==> src/rtl/core/edd_pkg.sv <==
`timescale 1ns / 1ps
// Shared constants, types and helper functions for the error diffusion dither block.
// No dependencies; every other file of the block refers to this package by scoped names.

package edd_pkg;

   localparam int WIDTH_MAX = 1024;
   localparam int COL_W     = $clog2(WIDTH_MAX);
   localparam int CNT_W     = COL_W + 1;

   localparam int CHAN_W    = 8;
   localparam int LUMA_W    = 16;
   localparam int ERR_W     = 20;
   localparam int WIDE_W    = 24;

   localparam int CSR_W      = 11;
   localparam int CSR_IDX_W  = 2;
   localparam int WIDTH_REG_W = 11;

   localparam logic [CSR_IDX_W-1:0] CSR_THRESHOLD = 2'd0;
   localparam logic [CSR_IDX_W-1:0] CSR_MODE      = 2'd1;
   localparam logic [CSR_IDX_W-1:0] CSR_WIDTH     = 2'd2;

   localparam logic [CHAN_W-1:0]      THRESHOLD_RESET = 8'd128;
   localparam logic [WIDTH_REG_W-1:0] WIDTH_RESET     = 11'd1024;

   localparam logic MODE_FLOYD    = 1'b0;
   localparam logic MODE_ATKINSON = 1'b1;

   localparam int COEF_R = 77;
   localparam int COEF_G = 150;
   localparam int COEF_B = 29;

   localparam int FULL_Q88 = 255 * 256;
   localparam int W_RIGHT  = 7;
   localparam int W_LEFT   = 3;
   localparam int W_MID    = 5;
   localparam int SHIFT_FS = 4;
   localparam int SHIFT_AT = 3;

   localparam int ERR_MAX = (2 ** (ERR_W - 1)) - 1;
   localparam int ERR_MIN = -(2 ** (ERR_W - 1));

   localparam int Q_DEPTH = 4;
   localparam int QPTR_W  = $clog2(Q_DEPTH);
   localparam int QCNT_W  = QPTR_W + 1;

   typedef logic [COL_W-1:0]         col_type;
   typedef logic [CNT_W-1:0]         cnt_type;
   typedef logic [LUMA_W-1:0]        luma_type;
   typedef logic signed [ERR_W-1:0]  err_type;
   typedef logic signed [WIDE_W-1:0] wide_type;

   typedef struct packed {
      col_type           col;
      logic              last;
      logic              frame_start;
      luma_type          luma;
      logic [CHAN_W-1:0] alpha;
   } pix_type;

   typedef struct packed {
      logic empty;
      logic full;
   } qstat_type;

   typedef struct packed {
      logic s1_valid;
      logic out_valid;
   } bstat_type;

   function automatic err_type sat_err(input wide_type v);
      err_type r;
      if (v > wide_type'(ERR_MAX)) begin
         r = err_type'(ERR_MAX);
      end else if (v < wide_type'(ERR_MIN)) begin
         r = err_type'(ERR_MIN);
      end else begin
         r = err_type'(v);
      end
      return r;
   endfunction

endpackage

==> src/rtl/core/edd_if.sv <==
`timescale 1ns / 1ps
// Valid/ready channel interfaces for pixel requests and dithered responses.
// Depends on edd_pkg for field widths.

interface edd_req_if;
   logic                      valid;
   logic                      ready;
   logic [edd_pkg::CHAN_W-1:0] red;
   logic [edd_pkg::CHAN_W-1:0] green;
   logic [edd_pkg::CHAN_W-1:0] blue;
   logic [edd_pkg::CHAN_W-1:0] alpha;
   logic                      frame_start;

   modport source (output valid, red, green, blue, alpha, frame_start, input ready);
   modport sink (input valid, red, green, blue, alpha, frame_start, output ready);
endinterface


==> src/rtl/core/edd_front.sv <==
`timescale 1ns / 1ps
// Front end: accepts pixels, tracks the raster column and computes Q8.8 luma.
// Depends on edd_pkg and edd_req_if; feeds edd_queue.

module edd_front (
   input  logic                                  clock,
   input  logic                                  reset,
   edd_req_if.sink                               req_chan,
   input  logic [edd_pkg::WIDTH_REG_W-1:0]       image_width,
   input  edd_pkg::qstat_type                    qstat,
   output logic                                  push,
   output edd_pkg::pix_type                      push_item
);

   localparam int CMP_W = (edd_pkg::CNT_W > edd_pkg::WIDTH_REG_W) ?
                          edd_pkg::CNT_W : edd_pkg::WIDTH_REG_W;

   edd_pkg::col_type  column_ff;
   edd_pkg::col_type  column_in;
   edd_pkg::col_type  col;
   logic [CMP_W-1:0]  width_eff;
   logic              last;

   always_comb begin
      req_chan.ready = !qstat.full;
      push = req_chan.valid && req_chan.ready;

      width_eff = CMP_W'(image_width);
      if (width_eff == '0) begin
         width_eff = CMP_W'(1);
      end else if (width_eff > CMP_W'(edd_pkg::WIDTH_MAX)) begin
         width_eff = CMP_W'(edd_pkg::WIDTH_MAX);
      end

      col = req_chan.frame_start ? '0 : column_ff;
      last = (CMP_W'(col) + CMP_W'(1)) >= width_eff;

      column_in = column_ff;
      if (push) begin
         column_in = last ? '0 : edd_pkg::col_type'(col + 1'b1);
      end

      push_item.col = col;
      push_item.last = last;
      push_item.frame_start = req_chan.frame_start;
      push_item.alpha = req_chan.alpha;
      push_item.luma = edd_pkg::luma_type'(edd_pkg::COEF_R) * edd_pkg::luma_type'(req_chan.red)
                     + edd_pkg::luma_type'(edd_pkg::COEF_G) * edd_pkg::luma_type'(req_chan.green)
                     + edd_pkg::luma_type'(edd_pkg::COEF_B) * edd_pkg::luma_type'(req_chan.blue);
   end

   always_ff @(posedge clock) begin
      if (reset) begin
         column_ff <= '0;
      end else begin
         column_ff <= column_in;
      end
   end

endmodule

==> src/flat_wrapper.sv <==
// flat-port wrapper written by rule: the top's interface ports become plain ports
module edd_front_flat 
  (clock, reset, image_width, qstat, push, push_item, req_chan_valid, req_chan_red, req_chan_green, req_chan_blue, req_chan_alpha, req_chan_frame_start, req_chan_ready);
  edd_req_if req_chan_i ();
  input  logic clock;
  input  logic reset;
  input  logic [edd_pkg::WIDTH_REG_W-1:0] image_width;
  input  edd_pkg::qstat_type qstat;
  output logic push;
  output edd_pkg::pix_type push_item;
  input wire logic [$bits(req_chan_i.valid)-1:0] req_chan_valid;
  input wire logic [$bits(req_chan_i.red)-1:0] req_chan_red;
  input wire logic [$bits(req_chan_i.green)-1:0] req_chan_green;
  input wire logic [$bits(req_chan_i.blue)-1:0] req_chan_blue;
  input wire logic [$bits(req_chan_i.alpha)-1:0] req_chan_alpha;
  input wire logic [$bits(req_chan_i.frame_start)-1:0] req_chan_frame_start;
  output wire logic [$bits(req_chan_i.ready)-1:0] req_chan_ready;
  assign req_chan_i.valid = req_chan_valid;
  assign req_chan_i.red = req_chan_red;
  assign req_chan_i.green = req_chan_green;
  assign req_chan_i.blue = req_chan_blue;
  assign req_chan_i.alpha = req_chan_alpha;
  assign req_chan_i.frame_start = req_chan_frame_start;
  assign req_chan_ready = req_chan_i.ready;
  edd_front u_core (.clock(clock), .reset(reset), .req_chan(req_chan_i), .image_width(image_width), .qstat(qstat), .push(push), .push_item(push_item));
endmodule
==> config.mk <==
export PLATFORM = sky130hd
export DESIGN_NAME = edd_front_flat
export DESIGN_NICKNAME = d
export VERILOG_FILES = /design/src/rtl/core/edd_pkg.sv /design/src/rtl/core/edd_if.sv /design/src/rtl/core/edd_front.sv /design/src/flat_wrapper.sv
export SDC_FILE = /design/constraint.sdc
export NUM_CORES = 1
export LEC_CHECK = 0
export ABC_CLOCK_PERIOD_IN_PS = 13000
export BUFFER_PORTS_ARGS = -buffer_cell sky130_fd_sc_hd__buf_2
export CAP_MARGIN = 20
export CORE_MARGIN = 3
export CORE_UTILIZATION = 45
export DETAILED_ROUTE_END_ITERATION = 8
export PLACE_DENSITY = 0.64
export SYNTH_ARGS = -nofsm -noshare
export SYNTH_HDL_FRONTEND = slang
export SYNTH_SLANG_ARGS = --single-unit
export TNS_END_PERCENT = 50
==> constraint.sdc <==
create_clock -name clock -period 13 [get_ports clock]
set_clock_uncertainty 0.2 [all_clocks]
set_input_delay 1.3 -clock clock [delete_from_list [all_inputs] [get_ports clock]]
set_output_delay 1.3 -clock clock [all_outputs]
set_load 0.005 [all_outputs]
==> results.cfg <==
[setup_path]
critical_path_class = primary input to output pin
path_max_fanout = 5
end_kind = output pin
regToRegSetupSlack_ns = 9.62
worstSetupStartpointType = primary input
cp.required_ns = 11.50
cp.arrival_ns = 7.35

[sta]
hold_violations = 0
drv_slew = 0
relSlewSlack_pct = 50.8
setup_violations = 0
min_period_ns = 8.85
rsz0062_at_grt = false
worst_pin_slew_ns = 0.736
tns_ns = 0
max_freq_mhz = 113
finalCritPeriodShare_pct = 68.1

[clock_tree]
clock_sinks = 10
hold_buffers = 0
htree_levels = 1
clk_pin_slew_ns = 0.05
cts_root_buffer = clkbuf_8
cts_resized = 0
post_cts.repair.setup_buffers = 0
cts_tree = yes
cts_inserted_buffers = 3
insertion_delay_ns = 0.24
clockBufferDepth = 2

[worst_hold_path]
hp-class = flip-flop to flip-flop

[yosys]
synth_seq_area_share_pct = 4.78
syn_area_um2 = 4190
yosysUniqueCellTypes = 45
async_flop_share_pct = 0
netlist_top_cells_area = ha_1, fa_1, inv_1, dfxtp_1, xnor2_1
syn_area_per_cell_um2 = 9.18
synth_top_area_share_pct = 29.6
synth-seq-cells = 10
yosysWarnings = 0
yosysTopAreaCell = ha_1
synth-edff-count = 0
dominantRegCellSynth = dfxtp_1
synth_fp_nets = 660
netlist_instances = 456

[finish]
layout.nets = 723
final_common_cell = inv_1
largest_reg_flops = 10
final_cell_mix = inv_1, ha_1, buf_2
area_growth_syn_to_layout_pct = 10.9
drive_gt1_share_pct = 16.8
reg_top3 = u_core.column_ff: 10 flops
n_antenna_cell = 0
regMostFlops = u_core.column_ff

[route]
postRouteAntennaNets = 0
drt-initial-drc-count = 75
drc_errors = 0
vias = 3166
wirelength_um = 8160
vias_per_cell = 5.06
wire_per_inst_um = 13.0
drtPass1Iterations = 4

[placed_design]
portBuffers = 69
routabilityCongestion = 0.844
hpwl_um = 7500

[flow_run]
maxCapViolCount = 0

[floorplanning]
num_rows = 34
dieArea_um2 = 10500
fp.dieH_um = 102
die_w_um = 102
boundaryPins = 87
start_util_pct = 47.1
core_region_area_um2 = 8890

[global_route]
antenna_found_initial = 0
grt_pass1_wl_um = 13900
grt-ovfl-total = 0
grt.total_usage_pct = 16.5
grt_pass1_vias = 3090
grt_max_degree = 14

[run_status]
status = finished clean
[worst paths after layout]
path | startpoint | endpoint | depth (start not counted)
max | req_chan_green[3] | push_item[23] | 25
min | u_core.column_ff[1]$_SDFFE_PP0P_ | u_core.column_ff[1]$_SDFFE_PP0P_ | 2
max reg2reg | u_core.column_ff[0]$_SDFFE_PP0P_ | u_core.column_ff[3]$_SDFFE_PP0P_ | 13
min reg2reg | u_core.column_ff[1]$_SDFFE_PP0P_ | u_core.column_ff[1]$_SDFFE_PP0P_ | 2
[cell type report]
cell class	count	area [um^2]
Timing Repair Buffer	69	345
Fill cell	877	4250
Tap cell	108	135
Multi-Input combinational cell	334	3530
Sequential cell	10	200
Inverter	101	379
Clock buffer	4	55.1
[worst max-delay path: stages]
cell and delay, ns:
buf_2 0.13, ha_1 0.30, ha_1 0.28, ha_1 0.28, inv_1 0.05, fa_1 0.49, inv_1 0.04, ha_1 0.33
nand2_1 0.09, o211ai_1 0.19, xor2_1 0.19, fa_1 0.46, fa_1 0.53, inv_1 0.05, fa_1 0.46, fa_1 0.54
inv_1 0.04, ha_1 0.37, a21oi_1 0.10, o21ai_0 0.25, inv_1 0.10, a21oi_1 0.20, o22ai_2 0.10, xor3_1 0.34
buf_2 0.14
[cells by family (layout without fill, tap and decap cells)]
| family | Yosys count | in the layout | synth area share (%) |
|---|---|---|---|
| buffers and inverters | 112 | 174 | 11.0 |
| adder cells (fa/ha/maj) | 155 | 155 | 56.4 |
| flip-flops | 10 | 10 | 4.78 |
| AND/OR/NAND/NOR | 79 | 79 | 9.89 |
| AO/OA/AOI/OAI | 70 | 70 | 11.4 |
| XOR/XNOR | 30 | 30 | 6.63 |
[cell usage after synthesis (all sizes together), types with 3 or more instances]
library cell / number
a21o: 7
a21oi: 23
and3: 6
buf: 10
dfxtp: 10
fa: 56
ha: 99
inv: 100
nand2: 30
nand2b: 3
nand3: 9
nor2: 11
nor2b: 11
nor3: 3
o21a: 3
o21ai: 20
o21bai: 3
xnor2: 20
xor2: 9
[metrics by stage]
stage                     util, %  hold slack, ns  std cells  setup slack, ns  cell area (um^2)
after floorplan                 -           0.233        456             4.76              4190
after global placement       51.6           0.244        622             4.14              4590
after detailed placement     51.6           0.250        622             4.14              4590
after CTS                    52.2           0.256        626             4.12              4640
after global routing         52.2           0.282        626             3.79              4640
final                        52.2           0.255        626             4.15              4640
[per-layer routing]
metal	track usage (%)	vias to the layer above	wire [um]
li1	-	1597	-
met1	23.8	1510	3830
met2	27.8	55	4050
met3	1.30	4	255
met4	1.92	0	34
met5	0	-	0
Power is left out: the tool's default activity adds up to more than one toggle a clock period on the data nets, which glitch-free logic cannot reach.
