<file path="src/rtl/core/edd_pkg.sv">
`timescale 1ns / 1ps
// Shared constants, types and helper functions for the error diffusion dither block.
// No dependencies; every other file of the block refers to this package by scoped names.

package edd_pkg;

   localparam int WIDTH_MAX = 1024;
   localparam int COL_W     = $clog2(WIDTH_MAX);
   localparam int CNT_W     = COL_W + 1;

   localparam int CHAN_W    = 8;
   localparam int LUMA_W    = 16;
   localparam int ERR_W     = 20;
   localparam int WIDE_W    = 24;

   localparam int CSR_W      = 11;
   localparam int CSR_IDX_W  = 2;
   localparam int WIDTH_REG_W = 11;

   localparam logic [CSR_IDX_W-1:0] CSR_THRESHOLD = 2'd0;
   localparam logic [CSR_IDX_W-1:0] CSR_MODE      = 2'd1;
   localparam logic [CSR_IDX_W-1:0] CSR_WIDTH     = 2'd2;

   localparam logic [CHAN_W-1:0]      THRESHOLD_RESET = 8'd128;
   localparam logic [WIDTH_REG_W-1:0] WIDTH_RESET     = 11'd1024;

   localparam logic MODE_FLOYD    = 1'b0;
   localparam logic MODE_ATKINSON = 1'b1;

   localparam int COEF_R = 77;
   localparam int COEF_G = 150;
   localparam int COEF_B = 29;

   localparam int FULL_Q88 = 255 * 256;
   localparam int W_RIGHT  = 7;
   localparam int W_LEFT   = 3;
   localparam int W_MID    = 5;
   localparam int SHIFT_FS = 4;
   localparam int SHIFT_AT = 3;

   localparam int ERR_MAX = (2 ** (ERR_W - 1)) - 1;
   localparam int ERR_MIN = -(2 ** (ERR_W - 1));

   localparam int Q_DEPTH = 4;
   localparam int QPTR_W  = $clog2(Q_DEPTH);
   localparam int QCNT_W  = QPTR_W + 1;

   typedef logic [COL_W-1:0]         col_type;
   typedef logic [CNT_W-1:0]         cnt_type;
   typedef logic [LUMA_W-1:0]        luma_type;
   typedef logic signed [ERR_W-1:0]  err_type;
   typedef logic signed [WIDE_W-1:0] wide_type;

   typedef struct packed {
      col_type           col;
      logic              last;
      logic              frame_start;
      luma_type          luma;
      logic [CHAN_W-1:0] alpha;
   } pix_type;

   typedef struct packed {
      logic empty;
      logic full;
   } qstat_type;

   typedef struct packed {
      logic s1_valid;
      logic out_valid;
   } bstat_type;

   function automatic err_type sat_err(input wide_type v);
      err_type r;
      if (v > wide_type'(ERR_MAX)) begin
         r = err_type'(ERR_MAX);
      end else if (v < wide_type'(ERR_MIN)) begin
         r = err_type'(ERR_MIN);
      end else begin
         r = err_type'(v);
      end
      return r;
   endfunction

endpackage

</file>
<file path="src/rtl/core/edd_queue.sv">
`timescale 1ns / 1ps
// Short first-in first-out queue of classified pixels between front and back end.
// Depends on edd_pkg.

module edd_queue (
   input  logic                 clock,
   input  logic                 reset,
   input  logic                 push,
   input  edd_pkg::pix_type     push_item,
   input  logic                 pop,
   output edd_pkg::pix_type     head,
   output edd_pkg::qstat_type   qstat
);

   edd_pkg::pix_type              slot_ff [edd_pkg::Q_DEPTH];
   logic [edd_pkg::QPTR_W-1:0]    wr_ptr_ff;
   logic [edd_pkg::QPTR_W-1:0]    wr_ptr_in;
   logic [edd_pkg::QPTR_W-1:0]    rd_ptr_ff;
   logic [edd_pkg::QPTR_W-1:0]    rd_ptr_in;
   logic [edd_pkg::QCNT_W-1:0]    count_ff;
   logic [edd_pkg::QCNT_W-1:0]    count_in;

   always_comb begin
      head = slot_ff[rd_ptr_ff];
      qstat.empty = (count_ff == '0);
      qstat.full = (count_ff == edd_pkg::QCNT_W'(edd_pkg::Q_DEPTH));

      wr_ptr_in = push ? wr_ptr_ff + 1'b1 : wr_ptr_ff;
      rd_ptr_in = pop ? rd_ptr_ff + 1'b1 : rd_ptr_ff;
      count_in = count_ff;
      if (push && !pop) begin
         count_in = count_ff + 1'b1;
      end else if (pop && !push) begin
         count_in = count_ff - 1'b1;
      end
   end

   always_ff @(posedge clock) begin
      if (push) begin
         slot_ff[wr_ptr_ff] <= push_item;
      end
   end

   always_ff @(posedge clock) begin
      if (reset) begin
         wr_ptr_ff <= '0;
         rd_ptr_ff <= '0;
         count_ff <= '0;
      end else begin
         wr_ptr_ff <= wr_ptr_in;
         rd_ptr_ff <= rd_ptr_in;
         count_ff <= count_in;
      end
   end

endmodule

</file>
<file path="config.mk">
export PLATFORM = sky130hd
export DESIGN_NAME = edd_queue
export DESIGN_NICKNAME = d
export VERILOG_FILES = /design/src/rtl/core/edd_pkg.sv /design/src/rtl/core/edd_queue.sv
export SDC_FILE = /design/constraint.sdc
export NUM_CORES = 1
export LEC_CHECK = 0
export ABC_CLOCK_PERIOD_IN_PS = 4450
export BUFFER_PORTS_ARGS = -buffer_cell sky130_fd_sc_hd__buf_2
export CAP_MARGIN = 15
export CORE_ASPECT_RATIO = 0.8
export CORE_MARGIN = 3
export CORE_UTILIZATION = 55
export CTS_CLUSTER_SIZE = 8
export DETAILED_ROUTE_END_ITERATION = 8
export PLACE_DENSITY = 0.88
export SLEW_MARGIN = 30
export SYNTH_ARGS = -nofsm -noshare
export SYNTH_HDL_FRONTEND = slang
export SYNTH_SLANG_ARGS = --single-unit
export TNS_END_PERCENT = 20
</file>
<file path="constraint.sdc">
create_clock -name clock -period 4.45 [get_ports clock]
set_input_delay 0.89 -clock clock [delete_from_list [all_inputs] [get_ports clock]]
set_output_delay 0.89 -clock clock [all_outputs]
set_load 0.02 [all_outputs]
</file>
==> run metrics, run 1 <==
Die Y=96.9 um; Static Leak=between 0.002 and 0.0025 uW; Post-Layout Cell Count=468; Routed WL per cell=between 20 and 25 um; total track usage=17.3%; Slew Viols, Final=0; filler cell count in the final layout=roughly 660; power after layout=about 3400 uW; share of post-route cells with drive strength above 1=41.6%; Initial DRC Count=~140; Mapped Avg Cell Area=24.5 um2; setup_tns=0 ps; RD Place Congestion=0.694; Finished Cell Area=a little under 7000 um2; Routed Antenna Nets=0; DP Area=6150 um2; period utilization=a little over two thirds; clock skew=7.21 ps; Max Cap Viol=0; PwrDens=503 nW/um2; final wirelength=9470 um; Post-CTS Setup Repair Bufs=0; die width=120 um; Synth area leader=edfxtp_1; Net Count, Synth=278; Reg area=around 4500 um2; Setup CP Type=reg -> out; grt ovf=0; synth warn=0; CTS tree=built; Hold Fails Final Rpt=0; Yosys cell types=23; CTS Root Cell=clkbuf_16; Required @ worst endpoint=roughly 3600 ps; io pins=78; Slew @ Worst Pin=approximately 940 ps; port bufs=77; crit path launch type=register; Post-synth EDFFs=between 100 and 150; Post-Synthesis Cells=232; clock transition at the registers of the reported paths=about 50 ps; vias per cell=5.43; initial core utilization=57.6%; DIE AREA=11600 um2; H-tree levels=4; WP data arrival=2230 ps; Final Util=68.2%; synthesized area=5680 um2; final setup violation count=0; CP Buf/Inv Count=2; #FFs+latches synth=153; Max stage delay on crit path=640 ps; Worst slew margin=37.2%; pin count of the biggest net entering global routing=37; Net count, final=366; core area=9850 um2; Min Clock Period, post-route=3120 ps; via count=2541; Detailed Routing Iterations Pass 1=4; Area Overhead vs Synth=18.4%; Row Count=32; Top FF cell, synth=edfxtp_1; maximum clock frequency=roughly 0.32 GHz; RSZ-0062 raised after global routing=no; DRC Markers=0; Area contributors post-synth=edfxtp_1 (76%), mux4_2 (12%), dfxtp_1 (3.2%); vias in the first global route=between 2000 and 3000; first-pass GRT wire length=14500 um; CP max-delay cell=mux4_1; crit path cell chain=buf_4 -> mux4_1 -> buf_2; Ant. Diodes=0; worst vdd rail ir drop=about 430 uV; Multi-input gate area=around 1100 um2; cell family with most CP delay=buffers and inverters; post-synth top area share=76.2%; antenna violations before repair=0; status=complete, no violations; hold crit path type=reg -> reg; Post-CTS Hold Fix Bufs=0; clk_lat worst skew=410 ps; Detailed Place HPWL=~5800 um; Clock Tree Buf Depth=2; most common cell in the netlist=edfxtp_1; post-CTS sizing=0; element type at the critical path end=output pin; CTS sink cnt=153; worst-path fanout max=30; Num CTS Buffers=17; register area share after synthesis=79.3%; most frequent cells after synthesis=edfxtp_1 (144), mux4_2 (30), dfxtp_1 (9); async set-or-reset flop fraction in the synthesized netlist=0%; dpl cells=437
-- cell families after synthesis --
logic type      share of synthesized area [%]
flops                                    79.3
mux                                      15.0
simple gates                             1.30
buf+inv                                  1.94
fa+ha+maj                                1.45
xor+xnor                                0.771
compound gates                          0.176
-- power breakdown --
group | total [uW] | internal [uW] | switching, uW
Sequential | 1690 | 1650 | 35.7
Combinational | 330 | 140 | 190
Clock | 1360 | 862 | 502
-- registers in the layout (all words and copies together), names as in the netlist, named ones only --
name	cells
wr_ptr_ff	2
count_ff	3
slot_ff	144
rd_ptr_ff	2
-- through the flow --
stage | hold slack (ps) | setup WS [ps]
6_report | 540 | 1330
4_1_cts | 545 | 1270
5_1_grt | 567 | 1180
3_5_place_dp | 537 | 1720
2_1_floorplan | 466 | 2280
3_3_place_gp | 488 | 1740
-- final timing paths --
kind	from	depth (start not counted)	slack [ps]	end
max	register	3	1330	head[22]
min	rd_ptr_ff[0]	2	540	rd_ptr_ff[0]
max reg2reg	wr_ptr_ff[0]	2	2700	slot_ff[3][32]
min reg2reg	rd_ptr_ff[0]	2	540	rd_ptr_ff[0]
-- metal layers --
layer	wire length (um)	global-route usage, %	vias to the layer above
li1	-	-	1153
met1	4020	21.5	1307
met2	4880	28.4	74
met3	482	5.26	7
met4	90	7.66	0
met5	0	0	-
-- placed cells by master (no fill, tap or decap), types with 2 or more instances in the layout --
cell type / synthesis / final
ha_1: 5 / 5
dfxtp_2: 0 / 2
dfxtp_1: 9 / 7
xor2_1: 3 / 3
clkinv_1: 0 / 6
mux4_2: 30 / 30
bufinv_16: 0 / 3
edfxtp_1: 144 / 144
xnor2_1: 2 / 2
mux4_1: 6 / 6
clkbuf_16: 0 / 17
mux2i_1: 2 / 2
inv_1: 4 / 4
clkinv_2: 0 / 3
buf_2: 3 / 77
nor2_1: 7 / 7
and2_4: 0 / 3
-- worst reg2reg max path, delay by kind of cell (launching register included) --
kind	cells	cell delay [ps]
flip-flops	1	400
adder cells (fa/ha/maj)	1	180
AND/OR/NAND/NOR	1	760
-- layout make-up --
type,count,area share [%]
Clock buffer,18,6.38
Clock inverter,13,2.01
Sequential cell,153,67.1
Multi-Input combinational cell,66,16.0
Tap cell,136,2.53
Inverter,4,0.223
Timing Repair Buffer,78,5.85
Power figures use the tool's default switching activity.
==> inputs of run 2 (changes only) <==
Settings changed: ABC_CLOCK_PERIOD_IN_PS 4450 to 2600, CORE_UTILIZATION 55 to 51, PLACE_DENSITY 0.88 to 0.86.
Clock period 4.45 ns to 2.6 ns, I/O delays scaled along.
==> run metrics, run 2 (synthesis gave the netlist of run 1 again) <==
share of post-route cells with drive strength above 1=45.2% (was 41.6%); Max stage delay on crit path=610 ps (was 640 ps); Post-CTS Hold Fix Bufs=0 (unchanged); hold crit path type=in -> reg (was reg -> reg); vias per cell=5.42 (was 5.43); antenna violations before repair=0 (unchanged); via count=2620 (was 2541); pin count of the biggest net entering global routing=27 (was 37); biggest regs=slot_ff (144), count_ff (3) (unchanged); Row Count=33 (was 32); worst reg2reg path depth=4 (was 2); Clock power frac=39.9% (was 40.3%); hold depth=1 (was 2); most frequent cells in the layout=edfxtp_1 (144), buf_2 (77), mux4_2 (30) (unchanged); Die Y=100 um (was 96.9 um); Min Clock Period, post-route=2310 ps; commonest non-fill, non-tap cell in the layout=edfxtp_1 (unchanged); Routed WL per cell=19.5 um (was 20.2 um); first-pass GRT wire length=14600 um (was 14500 um); Flop pwr share=49.6% (was 49.9%); clock transition at the registers of the reported paths=60 ps (was 50 ps); Clock Tree Buf Depth=2 (unchanged); Slew @ Worst Pin=568 ps (was 942 ps); CTS sink cnt=153 (unchanged); H-tree levels=4 (unchanged); RD Place Congestion=0.703 (was 0.694); Initial DRC Count=197 (was 144); PwrDens=846 nW/um2 (was 503 nW/um2); Static Leak=0.00239 uW (was 0.00233 uW); power after layout=5790 uW (was 3380 uW); worst-path fanout max=26 (was 30); CTS tree=built (unchanged); grt ovf=0 (unchanged); maximum clock frequency=0.433 GHz; Post-CTS Setup Repair Bufs=0 (unchanged); Pint=4420 uW (was 2650 uW); Max Cap Viol=0 (unchanged); Slew Viols, Final=0 (unchanged); CP max-delay cell=mux4_1 (unchanged); crit path cell chain=buf_12 -> mux4_1 -> buf_2 (was buf_4 -> mux4_1 -> buf_2); P_sw=1370 uW (was 728 uW); final setup violation count=0 (unchanged); Setup CP Type=reg -> out (unchanged); Finished Cell Area=6840 um2 (was 6720 um2); WP data arrival=1790 ps (was 2230 ps); R2R Path End=slot_ff[0][19] (was slot_ff[3][32]); Num CTS Buffers=17 (unchanged); Required @ worst endpoint=2080 ps (was 3560 ps); final wirelength=9400 um (was 9470 um); crit path launch type=register (unchanged); DIE AREA=12400 um2 (was 11600 um2); DRC Markers=0 (unchanged); io pins=78 (unchanged); Net count, final=376 (was 366); Worst slew margin=62.1% (was 37.2%); core area=10500 um2 (was 9850 um2); Ant. Diodes=0 (unchanged); Hold Fails Final Rpt=0 (unchanged); Area Overhead vs Synth=20.4% (was 18.4%); CP endpoint=head[32] (was head[22]); Routed Antenna Nets=0 (unchanged); Final WS setup=288 ps (was 1330 ps); Detailed Routing Iterations Pass 1=4 (unchanged); status=complete, no violations (unchanged); Largest register FFs=144 (unchanged); setup_tns=0 ps (unchanged); sw frac=23.6% (was 21.5%); port bufs=77 (unchanged); Gate power share=10.4% (was 9.8%); CTS Root Cell=clkbuf_16 (unchanged); vias in the first global route=2743 (was 2719); initial core utilization=53.9% (was 57.6%); post-CTS sizing=0 (unchanged); die width=124 um (was 120 um); Detailed Place HPWL=6060 um (was 5760 um); period utilization=between 80% and 90%; worst r2r src=wr_ptr_ff[0] (unchanged); element type at the critical path end=output pin (unchanged); DP Worst Slack=579 ps (was 1720 ps); total track usage=16.4% (was 17.3%); worst vdd rail ir drop=592 uV (was 432 uV); clk_lat worst skew=410 ps (about the same); RSZ-0062 raised after global routing=no (unchanged); Biggest register=slot_ff (unchanged); R2R setup slack=910 ps (was 2700 ps); clock skew=11.8 ps (was 7.21 ps); DP Area=6270 um2 (was 6150 um2)
-- run 2: changes by cell type in the layout (fill, tap and decap cells not counted), sizes merged --
| cell | change |
|---|---|
| buf | +10 |
| bufinv | -2 |
| clkbuf | -1 |
| clkinv | -4 |
| clkinvlp | +1 |
| inv | +7 |
-- run 2: worst min path at each step --
stage | start | end | slack [ps]
after CTS | push_item[18] | slot_ff[3][18] | 300
after global placement | count_ff[2] | count_ff[2] | 490
after detailed placement | count_ff[2] | count_ff[2] | 520
final | push_item[18] | slot_ff[2][18] | 320
after global routing | push_item[0] | slot_ff[3][0] | 310
after floorplan | count_ff[2] | count_ff[2] | 470
-- run 2: metrics by stage --
stage                     instances  hold WS, ps  util, %
after floorplan                 232          466        -
after global placement          451          489     59.6
after detailed placement        451          518     59.6
after CTS                       483          305     64.9
after global routing            483          307     64.9
final                           483          318     64.9
-- run 2: worst max-delay path, delay by kind of cell (launching register included) --
kind	cells	cell delay (ps)
buffers and inverters	2	410
flip-flops	1	350
multiplexers	1	610
-- run 2: metal layers --
layer / up-vias / GRT usage [%] / share of wire, %
met1: 1354 / 21.5 / 42
li1: 1172 / - / -
met5: - / 0 / 0
met3: 13 / 5.63 / 6.4
met4: 0 / 5.56 / 1.3
met2: 81 / 26.0 / 50
-- run 2: power by group through the flow --
stage | sequential (uW) | combinational (uW) | clock (uW)
2_1_floorplan | 2910 | 417 | 0
3_3_place_gp | 2920 | 604 | 0
3_5_place_dp | 2930 | 616 | 0
4_1_cts | 2870 | 617 | 2350
5_1_grt | 2880 | 656 | 2460
6_report | 2870 | 604 | 2310
-- run 2: area by class of cell --
type,count,area (um2)
Sequential cell,153,4510
Inverter,4,15.0
Clock inverter,15,140
Fill cell,702,3690
Multi-Input combinational cell,66,1070
Tap cell,140,175
Timing Repair Buffer,88,505
Clock buffer,17,425
==> inputs of run 3 (changes only) <==
Settings changed: ABC_AREA set to 1, CORE_MARGIN 3 to not set.
==> run metrics, run 3 <==
port bufs=77 (unchanged); Min Clock Period, post-route=2400 ps (was 2310 ps); grt ovf=0 (unchanged); Post-synth EDFFs=144 (unchanged); Clock Tree Buf Depth=2 (unchanged); Net Count, Synth=452 (was 278); setup_tns=0 ps (unchanged); commonest non-fill, non-tap cell in the layout=edfxtp_1 (unchanged); Detailed Routing Iterations Pass 1=5 (was 4); io pins=78 (unchanged); CTS sink cnt=153 (unchanged); Hold Fails Final Rpt=0 (unchanged); total track usage=20.0% (was 16.4%); Slew @ Worst Pin=556 ps (was 568 ps); register area share after synthesis=77.5% (was 79.3%); die width=121 um (was 124 um); Synth area leader=edfxtp_1 (unchanged); worst vdd rail ir drop=509 uV (was 592 uV); Setup CP Type=reg -> out (unchanged); Worst slew margin=62.9% (was 62.1%); most frequent cells in the layout=edfxtp_1 (144), nor2_1 (78), buf_2 (77) (was edfxtp_1 (144), buf_2 (77), mux4_2 (30)); PwrDens=834 nW/um2 (was 846 nW/um2); core area=11000 um2 (was 10500 um2); Largest register FFs=144 (unchanged); first-pass GRT wire length=17400 um (was 14600 um); Yosys cell types=20 (was 23); Post-Synthesis Cells=406 (was 232); final wirelength=11100 um (was 9400 um); vias in the first global route=3452 (was 2743); most frequent cells after synthesis=edfxtp_1 (144), nor2_1 (78), o21ai_1 (58) (was edfxtp_1 (144), mux4_2 (30), dfxtp_1 (9)); async set-or-reset flop fraction in the synthesized netlist=0% (unchanged); CTS Root Cell=clkbuf_16 (unchanged); Routed WL per cell=17.3 um (was 19.5 um); Net count, final=534 (was 376); Area contributors post-synth=edfxtp_1 (74%), nor2_1 (5.0%), o21ai_1 (5.0%) (was edfxtp_1 (76%), mux4_2 (12%), dfxtp_1 (3.2%)); clock skew=4.01 ps (was 11.8 ps); clock transition at the registers of the reported paths=60 ps (about the same); share of post-route cells with drive strength above 1=24.6% (was 45.2%); synthesized area=5810 um2 (was 5680 um2); Post-CTS Hold Fix Bufs=0 (unchanged); Slew Viols, Final=0 (unchanged); hold crit path type=in -> reg (unchanged); worst-path fanout max=48 (was 26); Required @ worst endpoint=2080 ps (about the same); DP Area=6320 um2 (was 6270 um2); maximum clock frequency=0.417 GHz (was 0.433 GHz); Area Overhead vs Synth=18.4% (was 20.4%); biggest regs=slot_ff (144), count_ff (3) (unchanged); WP data arrival=1880 ps (was 1790 ps); Detailed Place HPWL=6710 um (was 6060 um); Num CTS Buffers=17 (unchanged); Finished Cell Area=6890 um2 (was 6840 um2); element type at the critical path end=output pin (unchanged); post-synth top area share=74.4% (was 76.2%); status=complete, no violations (unchanged); RSZ-0062 raised after global routing=no (unchanged); #FFs+latches synth=153 (unchanged); initial core utilization=53.0% (was 53.9%); Max Cap Viol=0 (unchanged); H-tree levels=4 (unchanged); DIE AREA=11800 um2 (was 12400 um2); Hold Slack=274 ps (was 318 ps); vias per cell=5.51 (was 5.42); Static Leak=0.00249 uW (was 0.00239 uW); Mapped Avg Cell Area=14.3 um2 (was 24.5 um2); Ant. Diodes=0 (unchanged); most common cell in the netlist=edfxtp_1 (unchanged); via count=3553 (was 2620); crit path launch type=register (unchanged); antenna violations before repair=0 (unchanged); Routed Antenna Nets=0 (unchanged); Die Y=97.5 um (was 100 um); Initial DRC Count=474 (was 197); pin count of the biggest net entering global routing=73 (was 27); synth warn=0 (unchanged); DRC Markers=0 (unchanged); Row Count=34 (was 33); clk_lat worst skew=410 ps (about the same); post-CTS sizing=0 (unchanged); final setup violation count=0 (unchanged); CTS tree=built (unchanged); period utilization=92.2% (was 88.9%); Biggest register=slot_ff (unchanged); RD Place Congestion=0.746 (was 0.703); Top FF cell, synth=edfxtp_1 (unchanged); Post-CTS Setup Repair Bufs=0 (unchanged)
-- run 3: cell types whose count changed in the layout (fill, tap and decap cells not counted), sizes merged, moves of 2 or more --
| cell | change |
|---|---|
| mux2i | -2 |
| o22ai | +36 |
| inv | +11 |
| nor2 | +71 |
| mux4 | -36 |
| xor2 | -2 |
| nand2 | +8 |
| and2 | -4 |
| buf | -3 |
| xnor2 | -2 |
| a21oi | +2 |
| o21ai | +76 |
-- run 3: worst paths after layout --
path,from,end,depth (start not counted),slack (ps)
hold / removal,reset,count_ff[0],2,270
setup reg to reg,wr_ptr_ff[0],slot_ff[2][33],5,1040
setup / recovery,register,head[35],4,200
hold reg to reg,rd_ptr_ff[1],rd_ptr_ff[1],1,450
-- run 3: cell families after synthesis --
logic type / Yosys count / share of synthesized area [%]
AO/OA/AOI/OAI: 116 / 10.8
XOR/XNOR: 1 / 0.151
adder cells (fa/ha/maj): 6 / 1.42
buffers and inverters: 39 / 4.20
flip-flops: 153 / 77.5
AND/OR/NAND/NOR: 91 / 5.98
-- run 3: worst max-delay path, stage by stage, from the launching register on --
cell	delay, ps
dfxtp_2	370
buf_4	440
o21ai_0	190
o22ai_1	250
buf_2	210
-- run 3: where the power goes --
group          switching (uW)  total (uW)  internal (uW)
clock network             993        2330           1330
logic                     389         569            179
registers                38.4        2850           2810
-- run 3: final cells by class --
cell class | instances | area [um2]
clock buffer | 17 | 425
clock inverter | 15 | 143
fill | 807 | 4090
inverter | 17 | 71.3
multi-input combinational | 214 | 1060
sequential | 153 | 4510
tap | 144 | 180
timing repair buffer | 85 | 495
-- run 3: per-stage QoR --
stage	std cells	util [%]	total power, uW	setup slack [ps]
floorplan	406	-	3270	911
global placement	613	57.6	3450	676
detailed placement	613	57.6	3470	644
CTS	645	62.7	5770	191
global route	645	62.7	5940	27.4
finish	645	62.7	5740	203
-- run 3: layer usage --
metal	track usage (%)	routed length, um
met3	5.63	827
met4	7.79	126
met1	26.2	4650
met2	31.8	5540
met5	0	0
